File: src/design/nst_pkg.sv
package nst_pkg;

  localparam logic [3:0] KIND_CREATE   = 4'd0;
  localparam logic [3:0] KIND_SET      = 4'd1;
  localparam logic [3:0] KIND_DELETE   = 4'd2;
  localparam logic [3:0] KIND_LOOKUP   = 4'd3;
  localparam logic [3:0] KIND_READ     = 4'd4;
  localparam logic [3:0] KIND_HBEAT    = 4'd5;
  localparam logic [3:0] KIND_TICK     = 4'd6;
  localparam logic [3:0] KIND_LIST_ON  = 4'd7;
  localparam logic [3:0] KIND_LIST_ALL = 4'd8;

  localparam logic [1:0] ST_OK       = 2'd0;
  localparam logic [1:0] ST_NOTFOUND = 2'd1;
  localparam logic [1:0] ST_RANGE    = 2'd2;

  localparam logic [1:0] EV_NONE    = 2'd0;
  localparam logic [1:0] EV_ONLINE  = 2'd1;
  localparam logic [1:0] EV_OFFLINE = 2'd2;

  localparam logic CFG_NORMAL = 1'b0;
  localparam logic CFG_SLEEPY = 1'b1;

  localparam int MAX_RES = 16;
  localparam logic [29:0] NORMAL_RST = 30'd1000;
  localparam logic [29:0] SLEEPY_RST = 30'd10000;

  typedef struct packed {
    logic [3:0]  kind;
    logic [3:0]  slot;
    logic [31:0] node_uid;
    logic [31:0] node_type;
    logic        sleeper;
    logic [7:0]  secret_key;
  } in_t;

  typedef struct packed {
    logic [1:0]  status;
    logic [1:0]  event_res;
    logic [3:0]  result_slot;
    logic [31:0] result_uid;
    logic [31:0] result_type;
    logic        result_sleeper;
    logic        result_online;
    logic        last;
  } out_t;

endpackage

File: src/design/node_slot_table_with_heartbeat.sv
// Node slot table with heartbeat supervision.
// Input channel: drive in_data and raise start; the item is taken at a clock
// edge where start is high and busy is low. busy stays high until the last
// result of that item has been issued.
// Result channel: each result sits on out_data for one cycle with out_valid
// high; the receiver cannot stall it. Lists give one result per matching slot
// (one not-found result if none), the final one with last set; others give one.
// Configuration: cfg_we writes cfg_wdata into register cfg_index (0 normal
// period, 1 sleepy period) at the clock edge; write only while not busy.
// Sequence: set, delete and heartbeat answer from S_EXEC; read and tick
// go through S_EXEC and S_CMP; create checks one slot per S_EXEC step;
// lookup and list visit each slot in an S_EXEC and an S_CMP step through
// the single registered read port of the entry memory, and list ends in
// S_FLUSH. busy drops in the cycle the final result is on the ports,
// so the next item can be taken at the edge that accepts that result.
// Reset clears the allocated and online bits, time and poll pointer, and
// reloads the period registers with their defaults; entry memory contents
// are only used for allocated slots.
module node_slot_table_with_heartbeat #(
  parameter int SLOTS      = 16,
  parameter int TYPE_BYTES = 4
) (
  input  logic           clk,
  input  logic           rst_n,
  input  logic           start,
  output logic           busy,
  input  nst_pkg::in_t   in_data,
  output logic           out_valid,
  output nst_pkg::out_t  out_data,
  input  logic           cfg_we,
  input  logic           cfg_index,
  input  logic [29:0]    cfg_wdata
);
  import nst_pkg::*;

  localparam int SW = (SLOTS > 1) ? $clog2(SLOTS) : 1;
  localparam int TW = (TYPE_BYTES * 8 < 32) ? TYPE_BYTES * 8 : 32;

  typedef enum logic [3:0] {
    S_IDLE  = 4'b0001,
    S_EXEC  = 4'b0010,
    S_CMP   = 4'b0100,
    S_FLUSH = 4'b1000
  } state_t;

  typedef struct packed {
    logic [31:0]   uid;
    logic [TW-1:0] ntype;
    logic          sleeper;
    logic [7:0]    key;
  } entry_t;

  state_t          state_r, state_nxt;
  in_t             item_r, item_nxt;
  logic [SW:0]     idx_r, idx_nxt;
  logic [SLOTS-1:0] alloc_r, alloc_nxt;
  logic [SLOTS-1:0] online_r, online_nxt;
  logic [31:0]     now_r, now_nxt;
  logic [SW-1:0]   poll_r, poll_nxt;
  logic [29:0]     normal_r, sleepy_r;
  logic            out_valid_r, out_valid_nxt;
  out_t            out_r, out_nxt;
  logic            pend_valid_r, pend_valid_nxt;
  out_t            pend_r, pend_nxt;
  logic [5:0]      cnt_r, cnt_nxt;

  entry_t          ent_mem [SLOTS];
  logic [31:0]     ls_mem [SLOTS];
  entry_t          rd_ent_r;
  logic [31:0]     rd_ls_r;

  logic            ent_we, ls_we, rd_en;
  logic [SW-1:0]   ent_waddr, ls_waddr, rd_addr;
  entry_t          ent_wdata;
  logic [31:0]     ls_wdata;

  logic [31:0]     slot_w, idx_w;
  logic [SW-1:0]   sidx, cidx;
  logic            slot_ok;
  logic [31:0]     per3, age;
  logic [29:0]     per;

  assign slot_w  = 32'(item_r.slot);
  assign sidx    = slot_w[SW-1:0];
  assign slot_ok = slot_w < 32'(SLOTS);
  assign idx_w   = 32'(idx_r);
  assign cidx    = idx_r[SW-1:0];
  assign per     = rd_ent_r.sleeper ? sleepy_r : normal_r;
  assign per3    = {2'b00, per} + {1'b0, per, 1'b0};
  assign age     = now_r - rd_ls_r;

  assign busy      = (state_r != S_IDLE);
  assign out_valid = out_valid_r;
  assign out_data  = out_r;

  always_comb begin
    out_t o;
    o              = '0;
    state_nxt      = state_r;
    item_nxt       = item_r;
    idx_nxt        = idx_r;
    alloc_nxt      = alloc_r;
    online_nxt     = online_r;
    now_nxt        = now_r;
    poll_nxt       = poll_r;
    out_valid_nxt  = 1'b0;
    out_nxt        = out_r;
    pend_valid_nxt = pend_valid_r;
    pend_nxt       = pend_r;
    cnt_nxt        = cnt_r;
    ent_we         = 1'b0;
    ent_waddr      = sidx;
    ent_wdata      = '{uid: item_r.node_uid, ntype: item_r.node_type[TW-1:0],
                       sleeper: item_r.sleeper, key: item_r.secret_key};
    ls_we          = 1'b0;
    ls_waddr       = sidx;
    ls_wdata       = '0;
    rd_en          = 1'b0;
    rd_addr        = cidx;

    case (state_r)
      S_IDLE: begin
        if (start) begin
          item_nxt       = in_data;
          pend_valid_nxt = 1'b0;
          cnt_nxt        = '0;
          state_nxt      = S_EXEC;
          if (in_data.kind == KIND_CREATE) begin
            idx_nxt = (SW + 1)'(1);
          end else if (in_data.kind == KIND_TICK) begin
            idx_nxt = {1'b0, poll_r};
          end else begin
            idx_nxt = '0;
          end
        end
      end

      S_EXEC: begin
        o.last = 1'b1;
        case (item_r.kind)
          KIND_CREATE: begin
            if (idx_w >= 32'(SLOTS)) begin
              o.status      = ST_NOTFOUND;
              out_valid_nxt = 1'b1;
              state_nxt     = S_IDLE;
            end else if (!alloc_r[cidx]) begin
              ent_we            = 1'b1;
              ent_waddr         = cidx;
              ls_we             = 1'b1;
              ls_waddr          = cidx;
              alloc_nxt[cidx]   = 1'b1;
              online_nxt[cidx]  = 1'b0;
              o.result_slot     = idx_w[3:0];
              out_valid_nxt     = 1'b1;
              state_nxt         = S_IDLE;
            end else begin
              idx_nxt = idx_r + 1'b1;
            end
          end
          KIND_SET: begin
            o.result_slot = item_r.slot;
            if (!slot_ok) begin
              o.status = ST_RANGE;
            end else begin
              ent_we           = 1'b1;
              ls_we            = 1'b1;
              alloc_nxt[sidx]  = 1'b1;
              online_nxt[sidx] = 1'b0;
            end
            out_valid_nxt = 1'b1;
            state_nxt     = S_IDLE;
          end
          KIND_DELETE, KIND_READ, KIND_HBEAT: begin
            o.result_slot = item_r.slot;
            out_valid_nxt = 1'b1;
            state_nxt     = S_IDLE;
            if (!slot_ok) begin
              o.status = ST_RANGE;
            end else if (!alloc_r[sidx]) begin
              o.status = ST_NOTFOUND;
            end else if (item_r.kind == KIND_DELETE) begin
              alloc_nxt[sidx]  = 1'b0;
              online_nxt[sidx] = 1'b0;
            end else if (item_r.kind == KIND_HBEAT) begin
              ls_we    = 1'b1;
              ls_wdata = now_r;
              if (!online_r[sidx]) begin
                online_nxt[sidx] = 1'b1;
                o.event_res      = EV_ONLINE;
              end
            end else begin
              // fetch the entry, answer from the registered read data
              rd_en         = 1'b1;
              rd_addr       = sidx;
              out_valid_nxt = 1'b0;
              state_nxt     = S_CMP;
            end
          end
          KIND_TICK: begin
            now_nxt   = now_r + 32'd1;
            poll_nxt  = (32'(poll_r) + 32'd1 >= 32'(SLOTS)) ? '0 : poll_r + 1'b1;
            rd_en     = 1'b1;
            state_nxt = S_CMP;
          end
          KIND_LOOKUP, KIND_LIST_ON, KIND_LIST_ALL: begin
            rd_en     = 1'b1;
            state_nxt = S_CMP;
          end
          default: begin
            o.status      = ST_NOTFOUND;
            out_valid_nxt = 1'b1;
            state_nxt     = S_IDLE;
          end
        endcase
        if (out_valid_nxt) begin
          out_nxt = o;
        end
      end

      S_CMP: begin
        case (item_r.kind)
          KIND_READ: begin
            o.result_slot    = item_r.slot;
            o.result_uid     = rd_ent_r.uid;
            o.result_type    = 32'(rd_ent_r.ntype);
            o.result_sleeper = rd_ent_r.sleeper;
            o.result_online  = online_r[sidx];
            o.last           = 1'b1;
            out_nxt          = o;
            out_valid_nxt    = 1'b1;
            state_nxt        = S_IDLE;
          end
          KIND_TICK: begin
            o.result_slot = idx_w[3:0];
            o.last        = 1'b1;
            if (alloc_r[cidx] && online_r[cidx] && age > per3) begin
              online_nxt[cidx] = 1'b0;
              o.event_res      = EV_OFFLINE;
            end
            out_nxt       = o;
            out_valid_nxt = 1'b1;
            state_nxt     = S_IDLE;
          end
          KIND_LOOKUP: begin
            if (alloc_r[cidx] && rd_ent_r.uid == item_r.node_uid) begin
              o.result_slot = idx_w[3:0];
              o.last        = 1'b1;
              out_nxt       = o;
              out_valid_nxt = 1'b1;
              state_nxt     = S_IDLE;
            end else if (idx_w + 32'd1 >= 32'(SLOTS)) begin
              o.status      = ST_NOTFOUND;
              o.last        = 1'b1;
              out_nxt       = o;
              out_valid_nxt = 1'b1;
              state_nxt     = S_IDLE;
            end else begin
              idx_nxt   = idx_r + 1'b1;
              state_nxt = S_EXEC;
            end
          end
          default: begin
            // list: hold a found slot until the next match; the flush sets last
            state_nxt = S_EXEC;
            if (alloc_r[cidx] && (item_r.kind == KIND_LIST_ALL || online_r[cidx])) begin
              if (pend_valid_r) begin
                out_nxt       = pend_r;
                out_valid_nxt = 1'b1;
              end
              o.result_slot    = idx_w[3:0];
              o.result_uid     = rd_ent_r.uid;
              o.result_type    = 32'(rd_ent_r.ntype);
              o.result_sleeper = rd_ent_r.sleeper;
              o.result_online  = online_r[cidx];
              pend_nxt         = o;
              pend_valid_nxt   = 1'b1;
              cnt_nxt          = cnt_r + 1'b1;
              if (32'(cnt_r) + 32'd1 >= 32'(MAX_RES)) begin
                state_nxt = S_FLUSH;
              end
            end
            if (idx_w + 32'd1 >= 32'(SLOTS)) begin
              state_nxt = S_FLUSH;
            end else begin
              idx_nxt = idx_r + 1'b1;
            end
          end
        endcase
      end

      S_FLUSH: begin
        if (pend_valid_r) begin
          out_nxt      = pend_r;
          out_nxt.last = 1'b1;
        end else begin
          o.status = ST_NOTFOUND;
          o.last   = 1'b1;
          out_nxt  = o;
        end
        out_valid_nxt  = 1'b1;
        pend_valid_nxt = 1'b0;
        state_nxt      = S_IDLE;
      end

      default: begin
        state_nxt = S_IDLE;
      end
    endcase
  end

  always_ff @(posedge clk) begin
    if (!rst_n) begin
      state_r      <= S_IDLE;
      alloc_r      <= '0;
      online_r     <= '0;
      now_r        <= '0;
      poll_r       <= '0;
      out_valid_r  <= 1'b0;
      pend_valid_r <= 1'b0;
      cnt_r        <= '0;
      idx_r        <= '0;
    end else begin
      state_r      <= state_nxt;
      alloc_r      <= alloc_nxt;
      online_r     <= online_nxt;
      now_r        <= now_nxt;
      poll_r       <= poll_nxt;
      out_valid_r  <= out_valid_nxt;
      pend_valid_r <= pend_valid_nxt;
      cnt_r        <= cnt_nxt;
      idx_r        <= idx_nxt;
    end
  end

  always_ff @(posedge clk) begin
    item_r <= item_nxt;
    out_r  <= out_nxt;
    pend_r <= pend_nxt;
  end

  always_ff @(posedge clk) begin
    if (!rst_n) begin
      normal_r <= NORMAL_RST;
      sleepy_r <= SLEEPY_RST;
    end else if (cfg_we) begin
      case (cfg_index)
        CFG_NORMAL: normal_r <= cfg_wdata;
        CFG_SLEEPY: sleepy_r <= cfg_wdata;
        default:    normal_r <= normal_r;
      endcase
    end
  end

  always_ff @(posedge clk) begin
    if (ent_we) begin
      ent_mem[ent_waddr] <= ent_wdata;
    end
    if (ls_we) begin
      ls_mem[ls_waddr] <= ls_wdata;
    end
    if (rd_en) begin
      rd_ent_r <= ent_mem[rd_addr];
      rd_ls_r  <= ls_mem[rd_addr];
    end
  end

endmodule
File: config.mk
export PLATFORM = sky130hd
export DESIGN_NAME = node_slot_table_with_heartbeat
export DESIGN_NICKNAME = d
export VERILOG_FILES = /design/src/design/nst_pkg.sv /design/src/design/node_slot_table_with_heartbeat.sv
export SDC_FILE = /design/constraint.sdc
export NUM_CORES = 2
export LEC_CHECK = 0
export ABC_AREA = 0
export BUFFER_PORTS_ARGS = -buffer_cell sky130_fd_sc_hd__buf_2
export CAP_MARGIN = 40
export CELL_PAD_IN_SITES_DETAIL_PLACEMENT = 0
export CELL_PAD_IN_SITES_GLOBAL_PLACEMENT = 1
export CORE_MARGIN = 2
export CORE_UTILIZATION = 60
export CTS_BUF_LIST = sky130_fd_sc_hd__clkbuf_4 sky130_fd_sc_hd__clkbuf_8
export CTS_CLUSTER_DIAMETER = 30
export CTS_CLUSTER_SIZE = 20
export DETAILED_ROUTE_END_ITERATION = 16
export HOLD_SLACK_MARGIN = 0.15
export PLACE_DENSITY_LB_ADDON = 0.1
export SLEW_MARGIN = 25
export SYNTH_ARGS = -nofsm -noshare
export SYNTH_HDL_FRONTEND = slang
export SYNTH_SLANG_ARGS = --single-unit
File: constraint.sdc
create_clock -name clk -period 11.75 [get_ports clk]
set_input_delay 1.175 -clock clk [delete_from_list [all_inputs] [get_ports clk]]
set_output_delay 1.175 -clock clk [all_outputs]
set_load 0.1 [all_outputs]
Yosys cells after proc, flatten, opt, wreduce, memory -nomap -nowiden
Memories as Yosys holds them, arrays and structs flattened. A register that Yosys moved wholly into a read port is not among the register bits.
Cells that the tools add are included.
{"block": "op_classes", "n_addsub": 9, "n_lt_le_gt_ge": 10, "n_eq_ne": 44, "n_mux": 138, "n_bitwise": 10, "reduce_logical": 32}
{"op": "$pmux 75 s3", "n": 2}
{"op": "$mux 75", "n": 5}
{"op": "$mux 16", "n": 16}
{"op": "$mux 32", "n": 6}
{"op": "$pmux 16 s3", "n": 2}
{"op": "$mux 4", "n": 21}
{"op": "$mux 74", "n": 1}
{"op": "$and 16x16->16", "n": 3}
{"op": "$or 16x16->16", "n": 3}
{"op": "$mux 1", "n": 39}
{"op": "$add 30x31->32", "n": 1}
{"op": "$add 32x1->32 const B", "n": 1}
{"op": "$eq 32x32->1", "n": 1}
{"op": "$gt 32x32->1", "n": 1}
{"op": "$not 16->16", "n": 2}
{"op": "$pmux 16 s2", "n": 1}
{"op": "$sub 32x32->32", "n": 1}
{"op": "$mux 30", "n": 1}
{"op": "$mux 5", "n": 6}
{"op": "$ne 2x2->1 const B", "n": 14}
{"op": "$eq 4x3->1 const B", "n": 6}
{"op": "$pmux 4 s3", "n": 2}
{"op": "$mux 2", "n": 10}
{"op": "$mux 6", "n": 3}
{"op": "45 further kinds", "n": 95}
{"block": "totals", "regBits": 371, "ram_bits": 1680, "inputBits": 116, "output_inout_bits": 77, "word_cells": 275, "n_memories": 2}
{"name": "ent_mem", "depth": 16, "width": 73, "rd": 1, "rd_ports_with_merged_regs": 1, "wr": 1, "line": "node_slot_table_with_heartbeat.sv:67", "rtl": "entry_t ent_mem [SLOTS];"}
{"name": "ls_mem", "depth": 16, "width": 32, "rd": 1, "rd_ports_with_merged_regs": 1, "wr": 1, "line": "node_slot_table_with_heartbeat.sv:68", "rtl": "logic [31:0] ls_mem [SLOTS];"}

Depth between registers and ports, before layout
{"block": "logic_depth", "ltp_word": 12, "mapped_depth": 22, "mapped_depth_nobuf": 21}

Least setup slack after synthesis
Ideal clock, no wire load.
{"block": "synth_path", "kind": "flip-flop to flip-flop", "start": "register idx_r[0]", "end": "memory ent_mem[6][10] (netlist name), enable pin", "setup_time_ns": 0.489, "t_arrival_ns": 5.660, "required_time_ns": 11.261, "slack_ns": 5.602, "stages_incl_launch_ff": 9, "n_path_buf": 2, "period_less_slack_ns": 6.148, "cell_sequence": "dfxtp_1 -> buf_2 -> mux4_2 -> mux4_2 -> nor4_2 -> buf_2 -> a31oi_1 -> or2_2 -> nor2_1"}
{"block": "synth_via", "elab_chain_len": 8, "word_cells_on_any_way": 13, "classes_between": "1 x order compare; 12 x mux"}
{"element": "from (decl)", "line": "node_slot_table_with_heartbeat.sv:55", "rtl": "logic [SW:0] idx_r, idx_nxt;"}
{"element": "from (signal assigned)", "line": "node_slot_table_with_heartbeat.sv:331", "rtl": "idx_r <= idx_nxt;"}
{"element": "$bmux 1 s4", "line": "node_slot_table_with_heartbeat.sv:146", "rtl": "end else if (!alloc_r[cidx]) begin"}
{"element": "$mux 1 (implied by the code)", "line": "node_slot_table_with_heartbeat.sv:146"}
{"element": "$mux 1", "line": "node_slot_table_with_heartbeat.sv:146"}
{"element": "$mux 1", "line": "node_slot_table_with_heartbeat.sv:142", "rtl": "if (idx_w >= 32'(SLOTS)) begin"}
{"element": "$pmux 1 s2", "line": "node_slot_table_with_heartbeat.sv:140", "rtl": "case (item_r.kind)"}
{"element": "$mux 1", "line": "node_slot_table_with_heartbeat.sv:121", "rtl": "case (state_r)"}
{"element": "$mux 1", "line": "node_slot_table_with_heartbeat.sv:355", "rtl": "if (ent_we) begin"}
{"element": "$mux 1 (implied by the code)", "line": "node_slot_table_with_heartbeat.sv:356", "rtl": "ent_mem[ent_waddr] <= ent_wdata;"}
{"element": "to (decl)", "line": "node_slot_table_with_heartbeat.sv:67"}
Several ways; a longest one is shown, not always the timed one. The select of a mux whose other input is x is not followed.

Final worst setup path
{"block": "layout_path", "start": "register rd_ent_r[8] (netlist name)", "end": "register online_r[8]"}
{"block": "layout_via", "elab_chain_len": 6}
{"element": "$mux 30", "line": "node_slot_table_with_heartbeat.sv:88", "rtl": "assign per = rd_ent_r.sleeper ? sleepy_r : normal_r;"}
{"element": "$add 30x31->32", "line": "node_slot_table_with_heartbeat.sv:89", "rtl": "assign per3 = {2'b00, per} + {1'b0, per, 1'b0};"}
{"element": "$gt 32x32->1", "line": "node_slot_table_with_heartbeat.sv:236", "rtl": "if (alloc_r[cidx] && online_r[cidx] && age > per3) begin"}
{"element": "$logic_and 1x1->1", "line": "node_slot_table_with_heartbeat.sv:236"}
{"element": "$ne 2x2->1 (no source line)"}
{"element": "$reduce_and 11->1 (no source line)"}
{"element": "to (signal assigned)", "line": "node_slot_table_with_heartbeat.sv:325", "rtl": "online_r <= online_nxt;"}
{"element": "to (decl)", "line": "node_slot_table_with_heartbeat.sv:57", "rtl": "logic [SLOTS-1:0] online_r, online_nxt;"}
No other way between the ends.
A chain may end at the register's enable or synchronous reset.

==> qor.csv <==
metric,value,unit
count of final setup violators,0,
"Top cell by count, worst path",a21oi_1,
synthesized flop and latch total,2011,
TritonCTS clock tree,done,
least setup slack across all paths after layout,5.32,ns
Synth Flop Type,edfxtp_1,
die footprint,139000,um2
Synthesized Nets,5280,
net total in the final layout,5722,
ratio of final minimum period to clock period,0.547,
"Area growth, synth to finish",14.7,%
RSZ-0062 raised after global routing,no,
endpoint kind of the worst setup timing path,flip-flop,
post-route DRC violation count,0,
final design area excluding fillers,93300,um2
outcome,"finished, final reports clean",
root buffer cell,clkbuf_8,
clock latency on the worst-skew pair,1.02,ns
Synth Area per Inst,16.1,um2
worst-case clock buffer depth,4,
commonest cells in the netlist,"1866 x edfxtp_1, 781 x mux2i_1, 390 x o22ai_1",
path type of the worst min-delay path,input pin to flip-flop,
CTS H-tree lvls,5,
last element of the critical path,online_r[8],
Port Buffer Count,183,
Worst Tran Pin Value,1.00,ns
critical path peak fanout,30,
total negative setup slack,0,ns
HPWL after DPL,109000,um
startpoint of the most critical setup path,rd_ent_r[8],
TritonCTS Buffers,375,
kind of critical path,flip-flop to flip-flop,
initial standard-cell utilization of the core,0.603,
initial antenna violation count,6,
library cell occupying the most area in the post-synthesis netlist,edfxtp_1,
pin count of the biggest net entering global routing,156,
critical path depth in cells,20,
worst reg2reg setup slack,5.32,ns
total global routing track utilization,0.287,
sequential element share of the synthesized area,0.724,
Post-Synthesis Cells,5060,
final WL,199000,um
highest clock frequency the design can meet,156,MHz
number of fill cells,8888,
count of maximum capacitance violations,0,
final core occ,0.692,
Detail Route Antenna Nets,0,
post-synth design cell area,81400,um2
Worst path max stage delay,0.75,ns
Core Footprint,135000,um2
Lkg Pwr,34.7,nW
reg-to-reg endpoint,online_r[8],
required time at the endpoint of the critical path,12.65,ns
dominant cell by count in the synthesized netlist,edfxtp_1,
largest cells by area after synthesis,"edfxtp_1 69%, mux2i_1 9.6%, dfxtp_1 3.6%",
Worst Hold Depth,1,
CP Cell Sequence,buf_4 > mux2_2 > ha_1 > fa_1 > a21oi_1 > or3_1 > a31o_2 > a21boi_0 > o21ai_0 > a21oi_1 > o311a_1 > a211oi_1 > ha_1 > nand4_1 > nor4_1 > o21ai_0 > a21o_1 > a211oi_2 > buf_4 > a21oi_1,
ratio of cells with drive above 1 in the final layout,0.188,
buffers plus inverters on the worst setup path,2,
FF+latch area,58900,um2
total count of max-transition violations in the final report,0,
Resize count post-CTS,0,
standard cell with the maximum stage delay on the critical path,nor4_1,
clock transition time at the flip-flop clock pins of the worst setup and hold paths,0.06,ns
cell family with most CP delay,compound AO/OA/AOI/OAI gates,
number of placed I/O pins,193,
placed cell areas,85000,um2
number of distinct standard cells referenced by the synthesized netlist,83,
Vias,46918,
Hold Fails Final Rpt,0,
Slew HR,0.330,
"EDFF count, synth",1866,
arrival time of data at the critical path endpoint,7.33,ns
largest vdd supply drop,0.160,mV
first-pass GRT wire length,290000,um
Critical Path Source Type,flip-flop,
Pwr per Cell Area,182,nW/um2
residual overflow from global routing,0,
vertical die dimension,372,um
post-route clock skew,0.0753,ns
number of DRC violations after detailed-routing iteration 0,4320,
synthesis warning total,0,
Multi-input gate area,21200,um2
via count of the first global-routing pass,46299,
number of cells on the worst reg-to-reg path,20,
fraction of synthesis flops using an asynchronous set or reset pin,0,
drt first pass iters,7,
proportion of netlist area held by the largest area contributor,0.689,
reg2reg start,rd_ent_r[8],
routed via count divided by cell count,6.19,
setup slack after placement,5.35,ns
WL per Instance,26.2,um
cell row count,135,
horizontal extent of the die,372,um
Num Clock Sinks,2011,
shortest period the worst path allows,6.43,ns
Placer Congestion,0.863,
quantity of hold-fixing buffers added after cts,0,
Post-CTS Repair Setup Buffers,0,
-- flip-flops by register name, summed over array words and instances (netlist names), 30 cells and up --
| signal | cells |
|---|---|
| out_data | 74 |
| ls_mem | 512 |
| normal_r | 30 |
| rd_ent_r | 65 |
| sleepy_r | 30 |
| ent_mem | 1040 |
| now_r | 32 |
| rd_ls_r | 32 |
| pend_r | 70 |
| ent_wdata | 65 |
-- how the worst min path moves through the flow --
stage	start	endpoint
final	in_data[52]	ent_wdata[52]
after CTS	in_data[67]	ent_wdata[67]
after global placement	rd_ent_r[34]	pend_r[28]
after detailed placement	rd_ent_r[35]	pend_r[29]
after floorplan	idx_r[2]	pend_r[69]
after global routing	in_data[34]	ent_wdata[34]
-- power breakdown --
part           internal [W]  switching (W)  leakage (nW)  total (W)
combinational      0.000602       0.000978          13.6    0.00158
sequential          0.00795       0.000123          16.9    0.00807
clock               0.00421        0.00308          4.14    0.00730
-- worst reg2reg max path: stages (launching register included) --
cell and delay (ns):
edfxtp_1 0.37, buf_4 0.41, mux2_2 0.44, ha_1 0.25, fa_1 0.47, a21oi_1 0.19
or3_1 0.17, a31o_2 0.19, a21boi_0 0.19, o21ai_0 0.36, a21oi_1 0.20, o311a_1 0.36
a211oi_1 0.25, ha_1 0.21, nand4_1 0.14, nor4_1 0.75, o21ai_0 0.20, a21o_1 0.33
a211oi_2 0.46, buf_4 0.27, a21oi_1 0.09
-- stage by stage --
stage | cells | hold slack (ns) | total power, W
after floorplan | 5060 | 0.406 | 0.00934
after global placement | 6862 | 0.434 | 0.00973
after detailed placement | 6900 | 0.441 | 0.00979
after CTS | 7574 | 0.232 | 0.0171
after global routing | 7583 | 0.269 | 0.0175
final | 7584 | 0.326 | 0.0169
-- cells in the final DEF (no fill, tap or decap), drive strengths merged, types with 15 or more instances in the layout --
cell	Yosys	final
ha	102	102
xor2	30	30
nand4	28	28
dfxtp	145	145
a21o	27	27
bufinv	0	44
or2	18	18
nor2	145	145
clkinvlp	0	45
inv	65	108
mux4	20	20
mux2	30	30
a22o	71	71
nand2	252	252
nor2b	15	15
nand2b	18	18
a32o	18	18
buf	152	323
xnor2	83	83
mux2i	781	781
edfxtp	1866	1866
nor3	34	34
o21ai	86	86
a21boi	63	63
or4	105	105
and2	67	67
and3	28	28
o22ai	390	390
clkbuf	107	411
a31oi	18	18
a21oi	93	93
clkinv	0	132
nand3	63	63
-- kinds of logic after synthesis --
| group | count (synthesis) | share of synthesized area |
|---|---|---|
| XOR/XNOR | 113 | 0.0122 |
| AND/OR/NAND/NOR | 815 | 0.0515 |
| multiplexers | 831 | 0.106 |
| other | 1 | 0.0000461 |
| AO/OA/AOI/OAI | 861 | 0.0711 |
| adder cells (fa/ha/maj) | 104 | 0.0162 |
| flip-flops | 2011 | 0.724 |
| buffers and inverters | 324 | 0.0190 |
-- layout make-up --
type / instances / area share
Clock buffer: 410 / 0.0587
Inverter: 65 / 0.00264
Antenna cell: 4 / 0.000107
Tap cell: 1781 / 0.0239
Clock inverter: 264 / 0.0298
Timing Repair Buffer: 324 / 0.0261
Multi-Input combinational cell: 2725 / 0.227
Sequential cell: 2011 / 0.631
-- layer usage --
layer | part of all wire | global-route usage | up-vias
li1 | - | - | 20968
met5 | 0.00021 | 0 | -
met3 | 0.074 | 0.0539 | 316
met1 | 0.41 | 0.391 | 23810
met4 | 0.022 | 0.0862 | 6
met2 | 0.49 | 0.472 | 1818
Note: power is estimated with default switching activity, not from simulation.
